## src/hw/rtl/itac_pkg.sv

```systemverilog
// ============================================================================
// itac_pkg
// Shared constants, types and helper functions of the infix to three-address
// code translator.
// ============================================================================
package itac_pkg;

    localparam int OPERAND_DEPTH  = 32;
    localparam int OPERATOR_DEPTH = 32;

    localparam int OPND_AW = $clog2(OPERAND_DEPTH);
    localparam int OPND_CW = $clog2(OPERAND_DEPTH + 1);
    localparam int OPR_AW  = $clog2(OPERATOR_DEPTH);
    localparam int OPR_CW  = $clog2(OPERATOR_DEPTH + 1);

    localparam logic [7:0] CH_PLUS   = 8'h2B;
    localparam logic [7:0] CH_MINUS  = 8'h2D;
    localparam logic [7:0] CH_STAR   = 8'h2A;
    localparam logic [7:0] CH_SLASH  = 8'h2F;
    localparam logic [7:0] CH_LPAREN = 8'h28;
    localparam logic [7:0] CH_RPAREN = 8'h29;
    localparam logic [7:0] CH_DIG_LO = 8'h30;
    localparam logic [7:0] CH_DIG_HI = 8'h39;
    localparam logic [7:0] CH_UC_LO  = 8'h41;
    localparam logic [7:0] CH_UC_HI  = 8'h5A;
    localparam logic [7:0] CH_LC_LO  = 8'h61;
    localparam logic [7:0] CH_LC_HI  = 8'h7A;

    localparam logic [1:0] KIND_INSN  = 2'd0;
    localparam logic [1:0] KIND_FINAL = 2'd1;
    localparam logic [1:0] KIND_ERROR = 2'd2;

    typedef struct packed {
        logic [1:0] kind;
        logic [7:0] dest_temp;
        logic       left_is_temp;
        logic [7:0] left_value;
        logic [7:0] op_char;
        logic       right_is_temp;
        logic [7:0] right_value;
        logic [7:0] target_var;
        logic       last_of_run;
    } result_t;

    // sequencer -> output buffer
    typedef struct packed {
        logic    push;
        logic    close;
        result_t data;
    } ob_cmd_t;

    // output buffer -> sequencer
    typedef struct packed {
        logic can_push;
        logic out_free;
        logic pend_valid;
    } ob_stat_t;

    function automatic logic [1:0] prec(input logic [7:0] c);
        logic [1:0] p;
        p = 2'd0;
        if (c == CH_PLUS || c == CH_MINUS)
        begin
            p = 2'd1;
        end
        else if (c == CH_STAR || c == CH_SLASH)
        begin
            p = 2'd2;
        end
        return p;
    endfunction

    function automatic logic is_operand(input logic [7:0] c);
        return (c >= CH_DIG_LO && c <= CH_DIG_HI) ||
               (c >= CH_UC_LO && c <= CH_UC_HI) ||
               (c >= CH_LC_LO && c <= CH_LC_HI);
    endfunction

endpackage

```

## src/hw/rtl/itac_if.sv

```systemverilog
// ============================================================================
// itac_if
// Valid/ready channels: symbol input and result output.
// ============================================================================
interface itac_sym_if;
    logic       valid;
    logic       ready;
    logic [7:0] symbol;
    logic       is_last;

    modport source (output valid, output symbol, output is_last, input ready);
    modport sink   (input valid, input symbol, input is_last, output ready);
endinterface

interface itac_res_if;
    logic       valid;
    logic       ready;
    logic [1:0] kind;
    logic [7:0] dest_temp;
    logic       left_is_temp;
    logic [7:0] left_value;
    logic [7:0] op_char;
    logic       right_is_temp;
    logic [7:0] right_value;
    logic [7:0] target_var;
    logic       last_of_run;

    modport source (output valid, output kind, output dest_temp, output left_is_temp,
                    output left_value, output op_char, output right_is_temp,
                    output right_value, output target_var, output last_of_run,
                    input ready);
    modport sink   (input valid, input kind, input dest_temp, input left_is_temp,
                    input left_value, input op_char, input right_is_temp,
                    input right_value, input target_var, input last_of_run,
                    output ready);
endinterface

```

## src/hw/rtl/itac_ram.sv

```systemverilog
// ============================================================================
// itac_ram
// Stack memory: one write port, two read ports, registered read data.
// ============================================================================
module itac_ram #(
    parameter int WIDTH = 8,
    parameter int DEPTH = 32
) (
    input  logic                     clk,
    input  logic                     we,
    input  logic [$clog2(DEPTH)-1:0] waddr,
    input  logic [WIDTH-1:0]         wdata,
    input  logic                     re,
    input  logic [$clog2(DEPTH)-1:0] raddr_a,
    input  logic [$clog2(DEPTH)-1:0] raddr_b,
    output logic [WIDTH-1:0]         rdata_a,
    output logic [WIDTH-1:0]         rdata_b
);

    logic [WIDTH-1:0] mem [DEPTH];

    always_ff @(posedge clk)
    begin
        if (we)
        begin
            mem[waddr] <= wdata;
        end
    end

    always_ff @(posedge clk)
    begin
        if (re)
        begin
            rdata_a <= mem[raddr_a];
            rdata_b <= mem[raddr_b];
        end
    end

endmodule

```

## src/hw/rtl/itac_obuf.sv

```systemverilog
// ============================================================================
// itac_obuf
// Result buffer: a holding slot whose last_of_run is settled once the next
// result or the end of the transaction is known, then the output register.
// ============================================================================
module itac_obuf (
    input  logic               clk,
    input  logic               rst_n,
    input  itac_pkg::ob_cmd_t  cmd,
    output itac_pkg::ob_stat_t stat,
    output logic               out_valid,
    output itac_pkg::result_t  out_data,
    input  logic               out_ready
);

    logic              pend_valid_reg;
    logic              pend_valid_next;
    itac_pkg::result_t pend_reg;
    itac_pkg::result_t pend_next;
    logic              out_valid_reg;
    logic              out_valid_next;
    itac_pkg::result_t out_reg;
    itac_pkg::result_t out_next;
    logic              out_free;

    assign out_free        = !out_valid_reg || out_ready;
    assign stat.out_free   = out_free;
    assign stat.can_push   = !pend_valid_reg || out_free;
    assign stat.pend_valid = pend_valid_reg;
    assign out_valid       = out_valid_reg;
    assign out_data        = out_reg;

    always_comb
    begin
        pend_valid_next = pend_valid_reg;
        pend_next       = pend_reg;
        out_valid_next  = out_valid_reg;
        out_next        = out_reg;
        if (out_ready)
        begin
            out_valid_next = 1'b0;
        end
        if (cmd.push && pend_valid_reg)
        begin
            out_next       = pend_reg;
            out_valid_next = 1'b1;
        end
        else if (cmd.close && pend_valid_reg)
        begin
            out_next             = pend_reg;
            out_next.last_of_run = 1'b1;
            out_valid_next       = 1'b1;
            pend_valid_next      = 1'b0;
        end
        if (cmd.push)
        begin
            pend_next       = cmd.data;
            pend_valid_next = 1'b1;
        end
    end

    always_ff @(posedge clk or negedge rst_n)
    begin
        if (!rst_n)
        begin
            pend_valid_reg <= 1'b0;
            out_valid_reg  <= 1'b0;
        end
        else
        begin
            pend_valid_reg <= pend_valid_next;
            out_valid_reg  <= out_valid_next;
        end
    end

    always_ff @(posedge clk)
    begin
        pend_reg <= pend_next;
        out_reg  <= out_next;
    end

endmodule

```

## src/hw/rtl/itac_seq.sv

```systemverilog
// ============================================================================
// itac_seq
// Shunting-yard sequencer around the operand and operator stack memories.
// Each reduction reads the stack tops, then emits and writes back.
// ============================================================================
module itac_seq (
    input  logic               clk,
    input  logic               rst_n,
    input  logic               in_valid,
    input  logic [7:0]         in_symbol,
    input  logic               in_last,
    output logic               in_ready,
    output itac_pkg::ob_cmd_t  ob_cmd,
    input  itac_pkg::ob_stat_t ob_stat
);

    localparam int OAW = itac_pkg::OPND_AW;
    localparam int OCW = itac_pkg::OPND_CW;
    localparam int PAW = itac_pkg::OPR_AW;
    localparam int PCW = itac_pkg::OPR_CW;

    localparam logic [2:0] S_IDLE   = 3'd0;
    localparam logic [2:0] S_DECODE = 3'd1;
    localparam logic [2:0] S_RD     = 3'd2;
    localparam logic [2:0] S_EVAL   = 3'd3;
    localparam logic [2:0] S_FINAL  = 3'd4;
    localparam logic [2:0] S_ERROR  = 3'd5;
    localparam logic [2:0] S_DRAIN  = 3'd6;

    localparam logic [1:0] M_CLOSE = 2'd0;
    localparam logic [1:0] M_OPER  = 2'd1;
    localparam logic [1:0] M_FLUSH = 2'd2;

    logic [2:0]     state_reg, state_next;
    logic [1:0]     mode_reg, mode_next;
    logic [1:0]     pos_reg, pos_next;
    logic [7:0]     target_reg, target_next;
    logic [OCW-1:0] opnd_cnt_reg, opnd_cnt_next;
    logic [PCW-1:0] opr_cnt_reg, opr_cnt_next;
    logic [7:0]     temp_reg, temp_next;
    logic           err_reg, err_next;
    logic [7:0]     sym_reg, sym_next;
    logic           last_reg, last_next;

    logic [OCW-1:0] opnd_dec1, opnd_dec2;
    logic [PCW-1:0] opr_dec1;
    logic           opnd_full, opr_full;
    logic           do_reduce, item_done, clear;

    logic           opnd_we, opnd_re;
    logic [OAW-1:0] opnd_waddr, opnd_raddr_a, opnd_raddr_b;
    logic [8:0]     opnd_wdata, opnd_rdata_a, opnd_rdata_b;
    logic           opr_we, opr_re;
    logic [PAW-1:0] opr_waddr, opr_raddr;
    logic [7:0]     opr_wdata, opr_rdata;

    assign opnd_dec1 = opnd_cnt_reg - OCW'(1);
    assign opnd_dec2 = opnd_cnt_reg - OCW'(2);
    assign opr_dec1  = opr_cnt_reg - PCW'(1);
    assign opnd_full = (opnd_cnt_reg == OCW'(itac_pkg::OPERAND_DEPTH));
    assign opr_full  = (opr_cnt_reg == PCW'(itac_pkg::OPERATOR_DEPTH));

    itac_ram #(
        .WIDTH (9),
        .DEPTH (itac_pkg::OPERAND_DEPTH)
    ) u_opnd_ram (
        .clk     (clk),
        .we      (opnd_we),
        .waddr   (opnd_waddr),
        .wdata   (opnd_wdata),
        .re      (opnd_re),
        .raddr_a (opnd_raddr_a),
        .raddr_b (opnd_raddr_b),
        .rdata_a (opnd_rdata_a),
        .rdata_b (opnd_rdata_b)
    );

    itac_ram #(
        .WIDTH (8),
        .DEPTH (itac_pkg::OPERATOR_DEPTH)
    ) u_opr_ram (
        .clk     (clk),
        .we      (opr_we),
        .waddr   (opr_waddr),
        .wdata   (opr_wdata),
        .re      (opr_re),
        .raddr_a (opr_raddr),
        .raddr_b (opr_raddr),
        .rdata_a (opr_rdata),
        .rdata_b ()
    );

    always_comb
    begin
        state_next    = state_reg;
        mode_next     = mode_reg;
        pos_next      = pos_reg;
        target_next   = target_reg;
        opnd_cnt_next = opnd_cnt_reg;
        opr_cnt_next  = opr_cnt_reg;
        temp_next     = temp_reg;
        err_next      = err_reg;
        sym_next      = sym_reg;
        last_next     = last_reg;
        do_reduce     = 1'b0;
        item_done     = 1'b0;
        clear         = 1'b0;
        in_ready      = (state_reg == S_IDLE);
        ob_cmd        = '0;

        opnd_we      = 1'b0;
        opnd_waddr   = opnd_cnt_reg[OAW-1:0];
        opnd_wdata   = {1'b0, sym_reg};
        opnd_re      = 1'b0;
        opnd_raddr_a = opnd_dec1[OAW-1:0];
        opnd_raddr_b = opnd_dec2[OAW-1:0];
        opr_we       = 1'b0;
        opr_waddr    = opr_cnt_reg[PAW-1:0];
        opr_wdata    = sym_reg;
        opr_re       = 1'b0;
        opr_raddr    = opr_dec1[PAW-1:0];

        case (state_reg)
            S_IDLE:
            begin
                if (in_valid)
                begin
                    sym_next   = in_symbol;
                    last_next  = in_last;
                    state_next = S_DECODE;
                end
            end
            S_DECODE:
            begin
                if (err_reg)
                begin
                    clear      = last_reg;
                    state_next = S_IDLE;
                end
                else if (pos_reg == 2'd0)
                begin
                    target_next = sym_reg;
                    pos_next    = 2'd1;
                    state_next  = last_reg ? S_FINAL : S_IDLE;
                end
                else if (pos_reg == 2'd1)
                begin
                    pos_next   = 2'd2;
                    state_next = last_reg ? S_FINAL : S_IDLE;
                end
                else if (itac_pkg::is_operand(sym_reg))
                begin
                    if (opnd_full)
                    begin
                        state_next = S_ERROR;
                    end
                    else
                    begin
                        opnd_we       = 1'b1;
                        opnd_cnt_next = opnd_cnt_reg + OCW'(1);
                        item_done     = 1'b1;
                    end
                end
                else if (sym_reg == itac_pkg::CH_LPAREN)
                begin
                    if (opr_full)
                    begin
                        state_next = S_ERROR;
                    end
                    else
                    begin
                        opr_we       = 1'b1;
                        opr_cnt_next = opr_cnt_reg + PCW'(1);
                        item_done    = 1'b1;
                    end
                end
                else if (sym_reg == itac_pkg::CH_RPAREN)
                begin
                    mode_next  = M_CLOSE;
                    state_next = S_RD;
                end
                else
                begin
                    mode_next  = M_OPER;
                    state_next = S_RD;
                end
            end
            S_RD:
            begin
                if (opr_cnt_reg == '0)
                begin
                    case (mode_reg)
                        M_CLOSE:
                        begin
                            item_done = 1'b1;
                        end
                        M_OPER:
                        begin
                            if (opr_full)
                            begin
                                state_next = S_ERROR;
                            end
                            else
                            begin
                                opr_we       = 1'b1;
                                opr_cnt_next = opr_cnt_reg + PCW'(1);
                                item_done    = 1'b1;
                            end
                        end
                        default:
                        begin
                            state_next = S_FINAL;
                        end
                    endcase
                end
                else
                begin
                    opnd_re    = 1'b1;
                    opr_re     = 1'b1;
                    state_next = S_EVAL;
                end
            end
            S_EVAL:
            begin
                case (mode_reg)
                    M_CLOSE:
                    begin
                        if (opr_rdata == itac_pkg::CH_LPAREN)
                        begin
                            opr_cnt_next = opr_dec1;
                            item_done    = 1'b1;
                        end
                        else
                        begin
                            do_reduce = 1'b1;
                        end
                    end
                    M_OPER:
                    begin
                        if (opr_rdata != itac_pkg::CH_LPAREN &&
                            itac_pkg::prec(opr_rdata) >= itac_pkg::prec(sym_reg))
                        begin
                            do_reduce = 1'b1;
                        end
                        else if (opr_full)
                        begin
                            state_next = S_ERROR;
                        end
                        else
                        begin
                            opr_we       = 1'b1;
                            opr_cnt_next = opr_cnt_reg + PCW'(1);
                            item_done    = 1'b1;
                        end
                    end
                    default:
                    begin
                        if (opr_rdata == itac_pkg::CH_LPAREN)
                        begin
                            opr_cnt_next = opr_dec1;
                            state_next   = S_RD;
                        end
                        else
                        begin
                            do_reduce = 1'b1;
                        end
                    end
                endcase
                if (do_reduce)
                begin
                    if (opnd_cnt_reg < OCW'(2) || temp_reg == 8'd0)
                    begin
                        state_next = S_ERROR;
                    end
                    else if (ob_stat.can_push)
                    begin
                        ob_cmd.push               = 1'b1;
                        ob_cmd.data.kind          = itac_pkg::KIND_INSN;
                        ob_cmd.data.dest_temp     = temp_reg;
                        ob_cmd.data.left_is_temp  = opnd_rdata_b[8];
                        ob_cmd.data.left_value    = opnd_rdata_b[7:0];
                        ob_cmd.data.op_char       = opr_rdata;
                        ob_cmd.data.right_is_temp = opnd_rdata_a[8];
                        ob_cmd.data.right_value   = opnd_rdata_a[7:0];
                        opnd_we       = 1'b1;
                        opnd_waddr    = opnd_dec2[OAW-1:0];
                        opnd_wdata    = {1'b1, temp_reg};
                        opnd_cnt_next = opnd_dec1;
                        opr_cnt_next  = opr_dec1;
                        temp_next     = temp_reg + 8'd1;
                        state_next    = S_RD;
                    end
                end
            end
            S_FINAL:
            begin
                if (ob_stat.can_push)
                begin
                    ob_cmd.push             = 1'b1;
                    ob_cmd.data.kind        = itac_pkg::KIND_FINAL;
                    ob_cmd.data.dest_temp   = temp_reg - 8'd1;
                    ob_cmd.data.target_var  = target_reg;
                    ob_cmd.data.last_of_run = 1'b1;
                    clear                   = 1'b1;
                    state_next              = S_DRAIN;
                end
            end
            S_ERROR:
            begin
                if (ob_stat.can_push)
                begin
                    ob_cmd.push             = 1'b1;
                    ob_cmd.data.kind        = itac_pkg::KIND_ERROR;
                    ob_cmd.data.last_of_run = 1'b1;
                    err_next                = 1'b1;
                    clear                   = last_reg;
                    state_next              = S_DRAIN;
                end
            end
            S_DRAIN:
            begin
                if (!ob_stat.pend_valid)
                begin
                    state_next = S_IDLE;
                end
                else if (ob_stat.out_free)
                begin
                    ob_cmd.close = 1'b1;
                    state_next   = S_IDLE;
                end
            end
            default:
            begin
                state_next = S_IDLE;
            end
        endcase

        if (item_done)
        begin
            if (last_reg)
            begin
                mode_next  = M_FLUSH;
                state_next = S_RD;
            end
            else
            begin
                state_next = ob_stat.pend_valid ? S_DRAIN : S_IDLE;
            end
        end

        if (clear)
        begin
            pos_next      = 2'd0;
            target_next   = 8'd0;
            opnd_cnt_next = '0;
            opr_cnt_next  = '0;
            temp_next     = 8'd1;
            err_next      = 1'b0;
        end
    end

    always_ff @(posedge clk or negedge rst_n)
    begin
        if (!rst_n)
        begin
            state_reg    <= S_IDLE;
            mode_reg     <= M_CLOSE;
            pos_reg      <= 2'd0;
            target_reg   <= 8'd0;
            opnd_cnt_reg <= '0;
            opr_cnt_reg  <= '0;
            temp_reg     <= 8'd1;
            err_reg      <= 1'b0;
            last_reg     <= 1'b0;
        end
        else
        begin
            state_reg    <= state_next;
            mode_reg     <= mode_next;
            pos_reg      <= pos_next;
            target_reg   <= target_next;
            opnd_cnt_reg <= opnd_cnt_next;
            opr_cnt_reg  <= opr_cnt_next;
            temp_reg     <= temp_next;
            err_reg      <= err_next;
            last_reg     <= last_next;
        end
    end

    always_ff @(posedge clk)
    begin
        sym_reg <= sym_next;
    end

endmodule

```

## src/hw/rtl/infix_to_three_address_code.sv

```systemverilog
// ============================================================================
// infix_to_three_address_code
// Translates an assignment such as A=B+C*D, one character per transaction,
// into three-address instructions with shunting-yard evaluation.
// ============================================================================
// Usage:
//   sym : symbol (ASCII) and is_last per transaction. The first character is
//         the target, the second is skipped; is_last starts the final flush.
//   res : one result per transaction: instruction, final assignment or error;
//         last_of_run marks the final result caused by an input transaction.
// Sequence:
//   An operand or an open parenthesis is pushed in the decode state; an operator
//   or a close parenthesis goes on to read the stack tops and, if the operator
//   stack is not empty, to evaluate them. Each reduction reads the stack tops
//   (registered read data), then emits and writes back. An input that produced
//   results passes the drain state to release its last result.
// Reset:
//   Both stacks empty, temps restart at 1, no result pending. The stack
//   memories need no clearing pass; an entry read before a write is never used.
// Stalls:
//   Results pass a holding slot and an output register. When res.ready stays
//   low with both full, the sequencer waits; sym.ready is low until the
//   current input is done.
// ============================================================================
module infix_to_three_address_code (
    input  logic       clk,
    input  logic       rst_n,
    itac_sym_if.sink   sym,
    itac_res_if.source res
);

    itac_pkg::ob_cmd_t  ob_cmd;
    itac_pkg::ob_stat_t ob_stat;
    itac_pkg::result_t  out_data;
    logic               out_valid;

    itac_seq u_seq (
        .clk       (clk),
        .rst_n     (rst_n),
        .in_valid  (sym.valid),
        .in_symbol (sym.symbol),
        .in_last   (sym.is_last),
        .in_ready  (sym.ready),
        .ob_cmd    (ob_cmd),
        .ob_stat   (ob_stat)
    );

    itac_obuf u_obuf (
        .clk       (clk),
        .rst_n     (rst_n),
        .cmd       (ob_cmd),
        .stat      (ob_stat),
        .out_valid (out_valid),
        .out_data  (out_data),
        .out_ready (res.ready)
    );

    assign res.valid         = out_valid;
    assign res.kind          = out_data.kind;
    assign res.dest_temp     = out_data.dest_temp;
    assign res.left_is_temp  = out_data.left_is_temp;
    assign res.left_value    = out_data.left_value;
    assign res.op_char       = out_data.op_char;
    assign res.right_is_temp = out_data.right_is_temp;
    assign res.right_value   = out_data.right_value;
    assign res.target_var    = out_data.target_var;
    assign res.last_of_run   = out_data.last_of_run;

    a_cmd_excl: assert property (@(posedge clk) disable iff (!rst_n)
        !(ob_cmd.push && ob_cmd.close))
        else $error("push and close together");

    a_accept_empty: assert property (@(posedge clk) disable iff (!rst_n)
        (sym.valid && sym.ready) |-> !ob_stat.pend_valid)
        else $error("input accepted with a result still held");

    a_final_last: assert property (@(posedge clk) disable iff (!rst_n)
        (res.valid && (res.kind == itac_pkg::KIND_FINAL ||
                       res.kind == itac_pkg::KIND_ERROR)) |-> res.last_of_run)
        else $error("final or error result without last_of_run");

    a_push_room: assert property (@(posedge clk) disable iff (!rst_n)
        ob_cmd.push |-> ob_stat.can_push)
        else $error("result pushed into a full buffer");

endmodule

```

## src/flat_wrapper.sv

```systemverilog
// flat-port wrapper written by rule: the top's interface ports become plain ports
module infix_to_three_address_code_flat 
  (clk, rst_n, sym_valid, sym_symbol, sym_is_last, sym_ready, res_valid, res_kind, res_dest_temp, res_left_is_temp, res_left_value, res_op_char, res_right_is_temp, res_right_value, res_target_var, res_last_of_run, res_ready);
  itac_sym_if sym_i ();
  itac_res_if res_i ();
  input  logic clk;
  input  logic rst_n;
  input wire logic [$bits(sym_i.valid)-1:0] sym_valid;
  input wire logic [$bits(sym_i.symbol)-1:0] sym_symbol;
  input wire logic [$bits(sym_i.is_last)-1:0] sym_is_last;
  output wire logic [$bits(sym_i.ready)-1:0] sym_ready;
  output wire logic [$bits(res_i.valid)-1:0] res_valid;
  output wire logic [$bits(res_i.kind)-1:0] res_kind;
  output wire logic [$bits(res_i.dest_temp)-1:0] res_dest_temp;
  output wire logic [$bits(res_i.left_is_temp)-1:0] res_left_is_temp;
  output wire logic [$bits(res_i.left_value)-1:0] res_left_value;
  output wire logic [$bits(res_i.op_char)-1:0] res_op_char;
  output wire logic [$bits(res_i.right_is_temp)-1:0] res_right_is_temp;
  output wire logic [$bits(res_i.right_value)-1:0] res_right_value;
  output wire logic [$bits(res_i.target_var)-1:0] res_target_var;
  output wire logic [$bits(res_i.last_of_run)-1:0] res_last_of_run;
  input wire logic [$bits(res_i.ready)-1:0] res_ready;
  assign sym_i.valid = sym_valid;
  assign sym_i.symbol = sym_symbol;
  assign sym_i.is_last = sym_is_last;
  assign sym_ready = sym_i.ready;
  assign res_valid = res_i.valid;
  assign res_kind = res_i.kind;
  assign res_dest_temp = res_i.dest_temp;
  assign res_left_is_temp = res_i.left_is_temp;
  assign res_left_value = res_i.left_value;
  assign res_op_char = res_i.op_char;
  assign res_right_is_temp = res_i.right_is_temp;
  assign res_right_value = res_i.right_value;
  assign res_target_var = res_i.target_var;
  assign res_last_of_run = res_i.last_of_run;
  assign res_i.ready = res_ready;
  infix_to_three_address_code u_core (.clk(clk), .rst_n(rst_n), .sym(sym_i), .res(res_i));
endmodule
```

## config.mk

```make
export PLATFORM = sky130hd
export DESIGN_NAME = infix_to_three_address_code_flat
export DESIGN_NICKNAME = d
export VERILOG_FILES = /design/src/hw/rtl/itac_pkg.sv /design/src/hw/rtl/itac_if.sv /design/src/hw/rtl/itac_ram.sv /design/src/hw/rtl/itac_obuf.sv /design/src/hw/rtl/itac_seq.sv /design/src/hw/rtl/infix_to_three_address_code.sv /design/src/flat_wrapper.sv
export SDC_FILE = /design/constraint.sdc
export NUM_CORES = 1
export LEC_CHECK = 0
export BUFFER_PORTS_ARGS = -buffer_cell sky130_fd_sc_hd__buf_2
export CORE_ASPECT_RATIO = 1.2
export CORE_UTILIZATION = 48
export CTS_BUF_LIST = sky130_fd_sc_hd__clkbuf_8
export CTS_CLUSTER_DIAMETER = 80
export CTS_CLUSTER_SIZE = 12
export DETAILED_ROUTE_END_ITERATION = 12
export GPL_TIMING_DRIVEN = 0
export HOLD_SLACK_MARGIN = 0.02
export PLACE_DENSITY = 0.68
export SYNTH_ARGS = -nofsm -noshare
export SYNTH_HDL_FRONTEND = slang
export SYNTH_SLANG_ARGS = --single-unit
```

## constraint.sdc

```tcl
create_clock -name clk -period 5.03 [get_ports clk]
set_input_delay 0.2515 -clock clk [delete_from_list [all_inputs] [get_ports clk]]
set_output_delay 0.2515 -clock clk [all_outputs]
set_load 0.02 [all_outputs]
```

==> results.py, run 1 <==
metrics = {
    "worst_setup_path": {
        "cp_max_fo": 32,
        "critPathCaptureType": "flop",
        "critPathLaunchType": "flop",
        "critical_path_class": "flop to flop",
        "worstPathRequired_ns": 5.37,
        "cp_data_arrival_time_ns": 5.14,
    },
    "synthesis": {
        "syn_inst": 1602,
        "synth-simple-area-share": 0.0543,
        "syn_area_mm2": 0.0310,
        "synth.top_cells.by_area": "edfxtp_1, mux4_2, dfrtp_1",
        "synth_fa_ha_area_frac": 0.00606,
        "synth_top_area_cell": "edfxtp_1",
        "synth_compound_area_frac": 0.0274,
        "synthXorXnorAreaFrac": 0.00808,
        "synth_top_family_by_area": "multiplexers",
        "ys_seq_area_frac": 0.679,
        "yosys-top-cells-count": "edfxtp_1, mux4_2, nor2_1",
        "synthesis.nets": 1630,
        "synth-edff-count": 668,
        "synth-seq-cells": 707,
        "avgSynthCellArea_um2": 19.3,
        "synth.most_common_cell": "edfxtp_1",
        "yosysUniqueCellTypes": 95,
        "async_flop_share": 0.0552,
        "yosys.area.top_type_share": 0.648,
        "muxShareOfSynthArea": 0.205,
        "ys_warn_count": 0,
        "synth_top_flop_cell": "edfxtp_1",
    },
    "sta": {
        "finalSetupTns_ns": 0,
        "fin_worst_skew_ns": 0.0776,
        "hold_violations": 0,
        "slew_headroom": 0.104,
        "setup_viol": 0,
        "rsz0062_at_grt": "false",
        "fmaxAchievable_mhz": 208,
        "final.period_utilization": 0.954,
        "period_needed_ns": 4.80,
        "fin_ws_ns": 0.233,
        "maxSlewViolCount": 0,
        "worst_pin_slew_ns": 1.33,
    },
    "cells_and_area": {
        "regMostFlops": "u_core.u_seq.u_opnd_ram.mem",
        "area_growth_pct": 9.69,
        "post_route_cells_drive_above_1_share": 0.315,
        "largest_registers": "u_core.u_seq.u_opnd_ram.mem: 288 flops, u_core.u_seq.u_opr_ram.mem: 256 flops",
        "fin_area_mm2": 0.0340,
        "final_nets": 1791,
        "largest_reg_flops": 288,
    },
    "die": {
        "core_mm2": 0.0636,
        "num_rows": 101,
        "start_util": 0.487,
        "die-area_mm2": 0.0655,
        "io_pins": 60,
        "die_h_um": 280,
        "die_width_um": 234,
    },
    "power": {
        "peakVddDrop_mv": 0.313,
        "p_leak_uw": 0.0107,
        "p_per_area_mw_per_mm2": 587,
    },
    "detailed_routing": {
        "vias": 16600,
        "dr.pass1.iters": 12,
        "drc": 10,
        "routedWlPerCell_um": 30.0,
        "antenna_left": 0,
        "drtIter0Drc": 1613,
        "routed_wirelength_mm": 78.5,
        "via_per_inst": 6.36,
    },
    "global_routing": {
        "grt_pass1_wl_mm": 115,
        "globalRouteOverflowTotal": 0,
        "grt_pass1_vias": 16800,
        "grt_use_total": 0.247,
        "antenna_found_initial": 2,
        "grt_max_degree": 42,
    },
    "clock_tree": {
        "cts_num_sinks": 707,
        "path_clk_slew_ns": 0.09,
        "htree_levels": 3,
        "cts_inserted_buffers": 69,
        "cts_tree": "yes",
        "ctsRootBufferMaster": "clkbuf_8",
        "worstSkewPairLatency_ns": 0.71,
        "clk_path_buf_depth": 3,
    },
    "placed_design": {
        "dp_slack_ns": -0.739,
        "dp_hpwl_mm": 53.4,
        "place_congestion": 0.901,
        "numPortBuffers": 59,
        "place_area_mm2": 0.0325,
    },
    "run_status": {
        "status": "finished, violations left",
        "failed_checks": "design-rule violations",
    },
    "run": {
        "drv_cap": 0,
    },
    "worst_hold_path": {
        "hold_class": "primary input to asynchronous set/reset pin",
    },
}
-- final timing paths --
path                       slack, ns                                  to  cells after the start                        from
setup / recovery                0.23  u_core.u_seq.u_opnd_ram.mem[11][7]                     10   u_core.u_seq.opr_wdata[0]
hold / removal                  0.29        u_core.u_seq.opnd_cnt_reg[2]                      2                       rst_n
setup reg to reg                0.23  u_core.u_seq.u_opnd_ram.mem[11][7]                     10   u_core.u_seq.opr_wdata[0]
hold reg to reg                 0.42          u_core.u_obuf.out_data[27]                      0  u_core.u_obuf.pend_reg[27]
max in group asynchronous       4.08            u_core.u_seq.temp_reg[2]                      2                       rst_n
min in group clk                0.31           u_core.u_seq.opr_wdata[5]                      2               sym_symbol[5]
-- area by class of cell --
| cell class | count | area [um2] |
|---|---|---|
| fillers | 4915 | 29600 |
| clock inverters | 27 | 150 |
| clock buffers | 69 | 950 |
| well taps | 824 | 1030 |
| inverters | 17 | 63.8 |
| repair buffers | 91 | 728 |
| multi-input cells | 781 | 9460 |
| diodes | 1 | 2.50 |
| plain buffers | 96 | 552 |
| flip-flops and latches | 707 | 21000 |
-- through the flow --
| step | utilization | hold slack [ns] | instances | total power [uW] |
|---|---|---|---|---|
| detailed placement | 0.511 | 0.405 | 2491 | 16700 |
| finish | 0.534 | 0.295 | 2613 | 20000 |
| CTS | 0.533 | 0.252 | 2607 | 20000 |
| floorplan | - | -0.0441 | 1602 | 13700 |
| global placement | 0.508 | 0.402 | 2485 | 16600 |
| global route | 0.534 | 0.294 | 2613 | 20700 |
-- cells in the final DEF (no fill, tap or decap), types with 11 or more instances in the layout --
master         count
edfxtp_1         668
buf_2             91
a21oi_1           13
nor2_1            95
mux4_2           260
dfrtp_1           38
mux2i_1           14
nand3_1           26
mux2_2            31
inv_1             33
clkbuf_8          74
nand2_1           63
xnor2_1           14
o21ai_0           20
buf_6             11
clkbuf_1          36
ha_1              15
dlygate4sd3_1     12
nor2_2            11
and2_1            36
-- kinds of logic after synthesis --
| group | count (synthesis) |
|---|---|
| compound gates | 111 |
| xor+xnor | 26 |
| fa+ha+maj | 15 |
| buf+inv | 114 |
| flops | 707 |
| mux | 306 |
| simple gates | 323 |
-- worst max-delay path, cell delays in order, from the launching register on --
cell,delay (ns)
edfxtp_1,0.90
clkbuf_1,0.48
and3_1,0.24
ha_1,0.21
nand2b_1,0.21
a211o_2,0.43
nand4_4,0.17
clkbuf_1,0.56
clkbuf_1,0.51
nand2_1,0.13
nand2_2,0.59
-- power breakdown --
| group | total (uW) | internal, uW | switching (uW) |
|---|---|---|---|
| sequential | 7650 | 7370 | 280 |
| combinational | 9100 | 3940 | 5160 |
| clock | 3200 | 1280 | 1930 |
-- layer usage --
| layer | routed length [um] | global-route usage |
|---|---|---|
| met5 | 13 | 0 |
| met4 | 2670 | 0.0926 |
| met3 | 5680 | 0.0407 |
| met2 | 40100 | 0.417 |
| met1 | 30000 | 0.322 |
-- what timing repair did --
item / in CTS / in global routing
pin swaps: 0 / 0
setup endpoints to repair: 535 / 463
gates resized for setup: 15 / 14
hold buffers: 12 / 0
gates cloned: 0 / 0
endpoints found under the hold margin: 50 / 0
setup buffers: 8 / 5
(Power assumes the default switching activity.)
==> inputs of run 2 (changes only) <==
--- a/config.mk
+++ b/config.mk
@@ -5,7 +5,9 @@
 export SDC_FILE = /design/constraint.sdc
 export NUM_CORES = 1
 export LEC_CHECK = 0
+export ABC_AREA = 1
 export BUFFER_PORTS_ARGS = -buffer_cell sky130_fd_sc_hd__buf_2
+export CAP_MARGIN = 20
 export CORE_ASPECT_RATIO = 1.2
 export CORE_UTILIZATION = 48
 export CTS_BUF_LIST = sky130_fd_sc_hd__clkbuf_8
@@ -14,7 +16,7 @@
 export DETAILED_ROUTE_END_ITERATION = 12
 export GPL_TIMING_DRIVEN = 0
 export HOLD_SLACK_MARGIN = 0.02
-export PLACE_DENSITY = 0.68
+export PLACE_DENSITY = 0.74
 export SYNTH_ARGS = -nofsm -noshare
 export SYNTH_HDL_FRONTEND = slang
 export SYNTH_SLANG_ARGS = --single-unit
==> run 2 against run 1 <==
The run now ends clean. Core utilization shrank 0.18 points. Sequential share of layout area shrank 1.8 points. Combinational power grew 30%. Final cell count grew 51%.
==> results.py, run 2 <==
metrics = {
    "run_status": {
        "status": "completed",
    },
    "die": {
        "io_pins": 60,
        "die-area_mm2": 0.0675,
        "core_mm2": 0.0657,
        "die_width_um": 237,
        "num_rows": 103,
        "die_h_um": 284,
        "start_util": 0.485,
    },
    "detailed_routing": {
        "dr.pass1.iters": 7,
        "routed_wirelength_mm": 99.4,
        "antenna_left": 0,
        "drtIter0Drc": 3828,
        "vias": 24600,
        "drc": 0,
        "routedWlPerCell_um": 25.2,
        "via_per_inst": 6.24,
    },
    "synthesis": {
        "yosysUniqueCellTypes": 50,
        "synth_compound_area_frac": 0.162,
        "synthesis.nets": 2937,
        "syn_inst": 2909,
        "muxShareOfSynthArea": 0,
        "synth_top_family_by_area": "compound AO/OA/AOI/OAI gates",
        "syn_area_mm2": 0.0319,
        "synth-seq-cells": 707,
        "synth_fa_ha_area_frac": 0.00588,
        "avgSynthCellArea_um2": 11.0,
        "synthXorXnorAreaFrac": 0.00679,
        "synth-edff-count": 668,
        "synth_top_area_cell": "edfxtp_1",
        "synth.most_common_cell": "edfxtp_1",
        "async_flop_share": 0.0552,
        "synth-simple-area-share": 0.113,
        "ys_warn_count": 0,
        "yosys-top-cells-count": "edfxtp_1, o21ai_0, nor2_1",
        "synth.top_cells.by_area": "edfxtp_1, o21ai_0, nor2_1",
        "synth_top_flop_cell": "edfxtp_1",
        "yosys.area.top_type_share": 0.629,
        "ys_seq_area_frac": 0.660,
    },
    "cells_and_area": {
        "final_nets": 3099,
        "fin_area_mm2": 0.0350,
        "largest_registers": "u_core.u_seq.u_opnd_ram.mem: 288 flops, u_core.u_seq.u_opr_ram.mem: 256 flops",
        "final_common_cell": "edfxtp_1",
        "post_route_cells_drive_above_1_share": 0.0945,
        "area_growth_pct": 9.75,
        "final_cell_mix": "edfxtp_1, o21ai_0, nor2_1",
        "largest_reg_flops": 288,
        "regMostFlops": "u_core.u_seq.u_opnd_ram.mem",
        "fillers": 5597,
        "stdcell_count": 3943,
    },
    "worst_setup_path": {
        "critPathLaunchType": "flop",
        "critical_path_class": "flop to flop",
        "path_cells": "inv_1 > clkbuf_1 > clkbuf_1 > ha_1 > clkbuf_1 > clkbuf_1 > a21oi_1 > o21ai_0 > nand3_1 > nand3_1 > nand2_1 > nor2_1 > a31oi_1",
        "cpPeakStageDelay_ns": 0.65,
        "critPathCaptureType": "flop",
        "cp_data_arrival_time_ns": 5.18,
        "crit_top_cell": "clkbuf_1",
        "worstPathRequired_ns": 5.47,
        "cp_max_fo": 12,
        "slowest_stage": "clkbuf_1",
    },
    "clock_tree": {
        "ctsRootBufferMaster": "clkbuf_8",
        "cts_inserted_buffers": 68,
        "cts_num_sinks": 707,
        "cts_tree": "yes",
        "path_clk_slew_ns": 0.09,
        "clk_path_buf_depth": 3,
        "worstSkewPairLatency_ns": 0.73,
        "htree_levels": 3,
    },
    "power": {
        "swShare": 0.482,
        "p_switching_uw": 11000,
        "power_frac_comb": 0.516,
        "clkPwrFrac": 0.143,
        "power_frac_seq": 0.341,
        "p_leak_uw": 0.0122,
        "p_per_area_mw_per_mm2": 650,
        "p_int_uw": 11800,
        "peakVddDrop_mv": 0.489,
    },
    "global_routing": {
        "grt_pass1_vias": 23700,
        "grt_pass1_wl_mm": 145,
        "grt_max_degree": 40,
        "antenna_found_initial": 3,
        "globalRouteOverflowTotal": 0,
        "grt_use_total": 0.292,
    },
    "placed_design": {
        "place_inst": 3827,
        "numPortBuffers": 59,
        "place_area_mm2": 0.0337,
        "dp_hpwl_mm": 68.4,
        "place_congestion": 1.08,
    },
    "sta": {
        "slew_headroom": 0.237,
        "fin_worst_skew_ns": 0.0616,
        "hold_violations": 0,
        "rsz0062_at_grt": "false",
        "fmaxAchievable_mhz": 211,
        "period_needed_ns": 4.75,
        "worst_pin_slew_ns": 1.14,
        "setup_viol": 0,
        "maxSlewViolCount": 0,
        "final.period_utilization": 0.944,
    },
    "run": {
        "drv_cap": 0,
    },
    "worst_hold_path": {
        "hold_class": "primary input to asynchronous set/reset pin",
    },
}
## run 2: through the flow
step | setup TNS [ns] | setup slack, ns | power (uW) | hold WS [ns] | utilization
after CTS | 0 | 0.193 | 22100 | 0.206 | 0.532
final | 0 | 0.284 | 22800 | 0.242 | 0.533
after detailed placement | 0 | 0.219 | 18900 | 0.405 | 0.513
after global routing | 0 | 0.0544 | 23500 | 0.249 | 0.533
after global placement | -762.64 | -3.54 | 18600 | 0.401 | 0.506
after floorplan | 0 | 0.0521 | 14400 | -0.0441 | -
## run 2: worst paths after layout
check	startpoint	end	slack (ns)	cells past startpoint
max in group asynchronous	rst_n	u_core.u_seq.target_reg[1]	4.17	2
hold reg to reg	u_core.u_obuf.pend_reg[35]	u_core.u_obuf.out_data[35]	0.40	0
min in group clk	sym_symbol[5]	u_core.u_seq.opr_wdata[5]	0.27	2
hold / removal	rst_n	u_core.u_seq.opnd_cnt_reg[1]	0.24	2
setup / recovery	u_core.u_seq.opnd_cnt_reg[1]	u_core.u_seq.u_opnd_ram.rdata_a[8]	0.28	13
setup reg to reg	u_core.u_seq.opnd_cnt_reg[1]	u_core.u_seq.u_opnd_ram.rdata_a[8]	0.28	13
## run 2: kinds of logic after synthesis
family                   after synthesis
flip-flops                           707
AND/OR/NAND/NOR                      820
XOR/XNOR                              20
adder cells (fa/ha/maj)               15
AO/OA/AOI/OAI                        917
buffers and inverters                430
## run 2: final cells by class
type | instances | area (um2) | area share
timing repair buffer | 92 | 881 | 0.0252
clock buffer | 69 | 950 | 0.0271
multi-input combinational | 1772 | 9240 | 0.264
antenna | 2 | 5.00 | 0.000143
sequential | 707 | 21000 | 0.601
clock inverter | 31 | 151 | 0.00432
tap | 840 | 1050 | 0.0300
inverter | 241 | 905 | 0.0258
buffer | 189 | 788 | 0.0225
## run 2: power groups by stage
stage                     registers, uW  clock network, uW  logic (uW)
after floorplan                    7990                  0        6450
after global placement             8020                  0       10600
after detailed placement           7880                  0       11000
after CTS                          7750               3250       11100
after global routing               7790               3470       12200
final                              7750               3250       11800
## run 2: timing repair
action,in CTS,in global routing
hold buffers,12,0
setup buffers,0,1
endpoints found under the hold margin,50,0
gates resized for setup,0,0
endpoints found under the setup margin,0,35
## run 2: per-layer routing
| layer | GRT usage | part of all wire |
|---|---|---|
| met5 | 0 | 0 |
| met4 | 0.191 | 0.072 |
| met3 | 0.0662 | 0.12 |
| met2 | 0.466 | 0.46 |
| met1 | 0.358 | 0.35 |
## run 2: worst max-delay path: cells and delay by family (launching register included)
| kind | cells | cell delay, ns |
|---|---|---|
| buffers and inverters | 5 | 2.08 |
| AND/OR/NAND/NOR | 4 | 0.72 |
| flip-flops | 1 | 0.46 |
| AO/OA/AOI/OAI | 3 | 0.76 |
| adder cells (fa/ha/maj) | 1 | 0.43 |
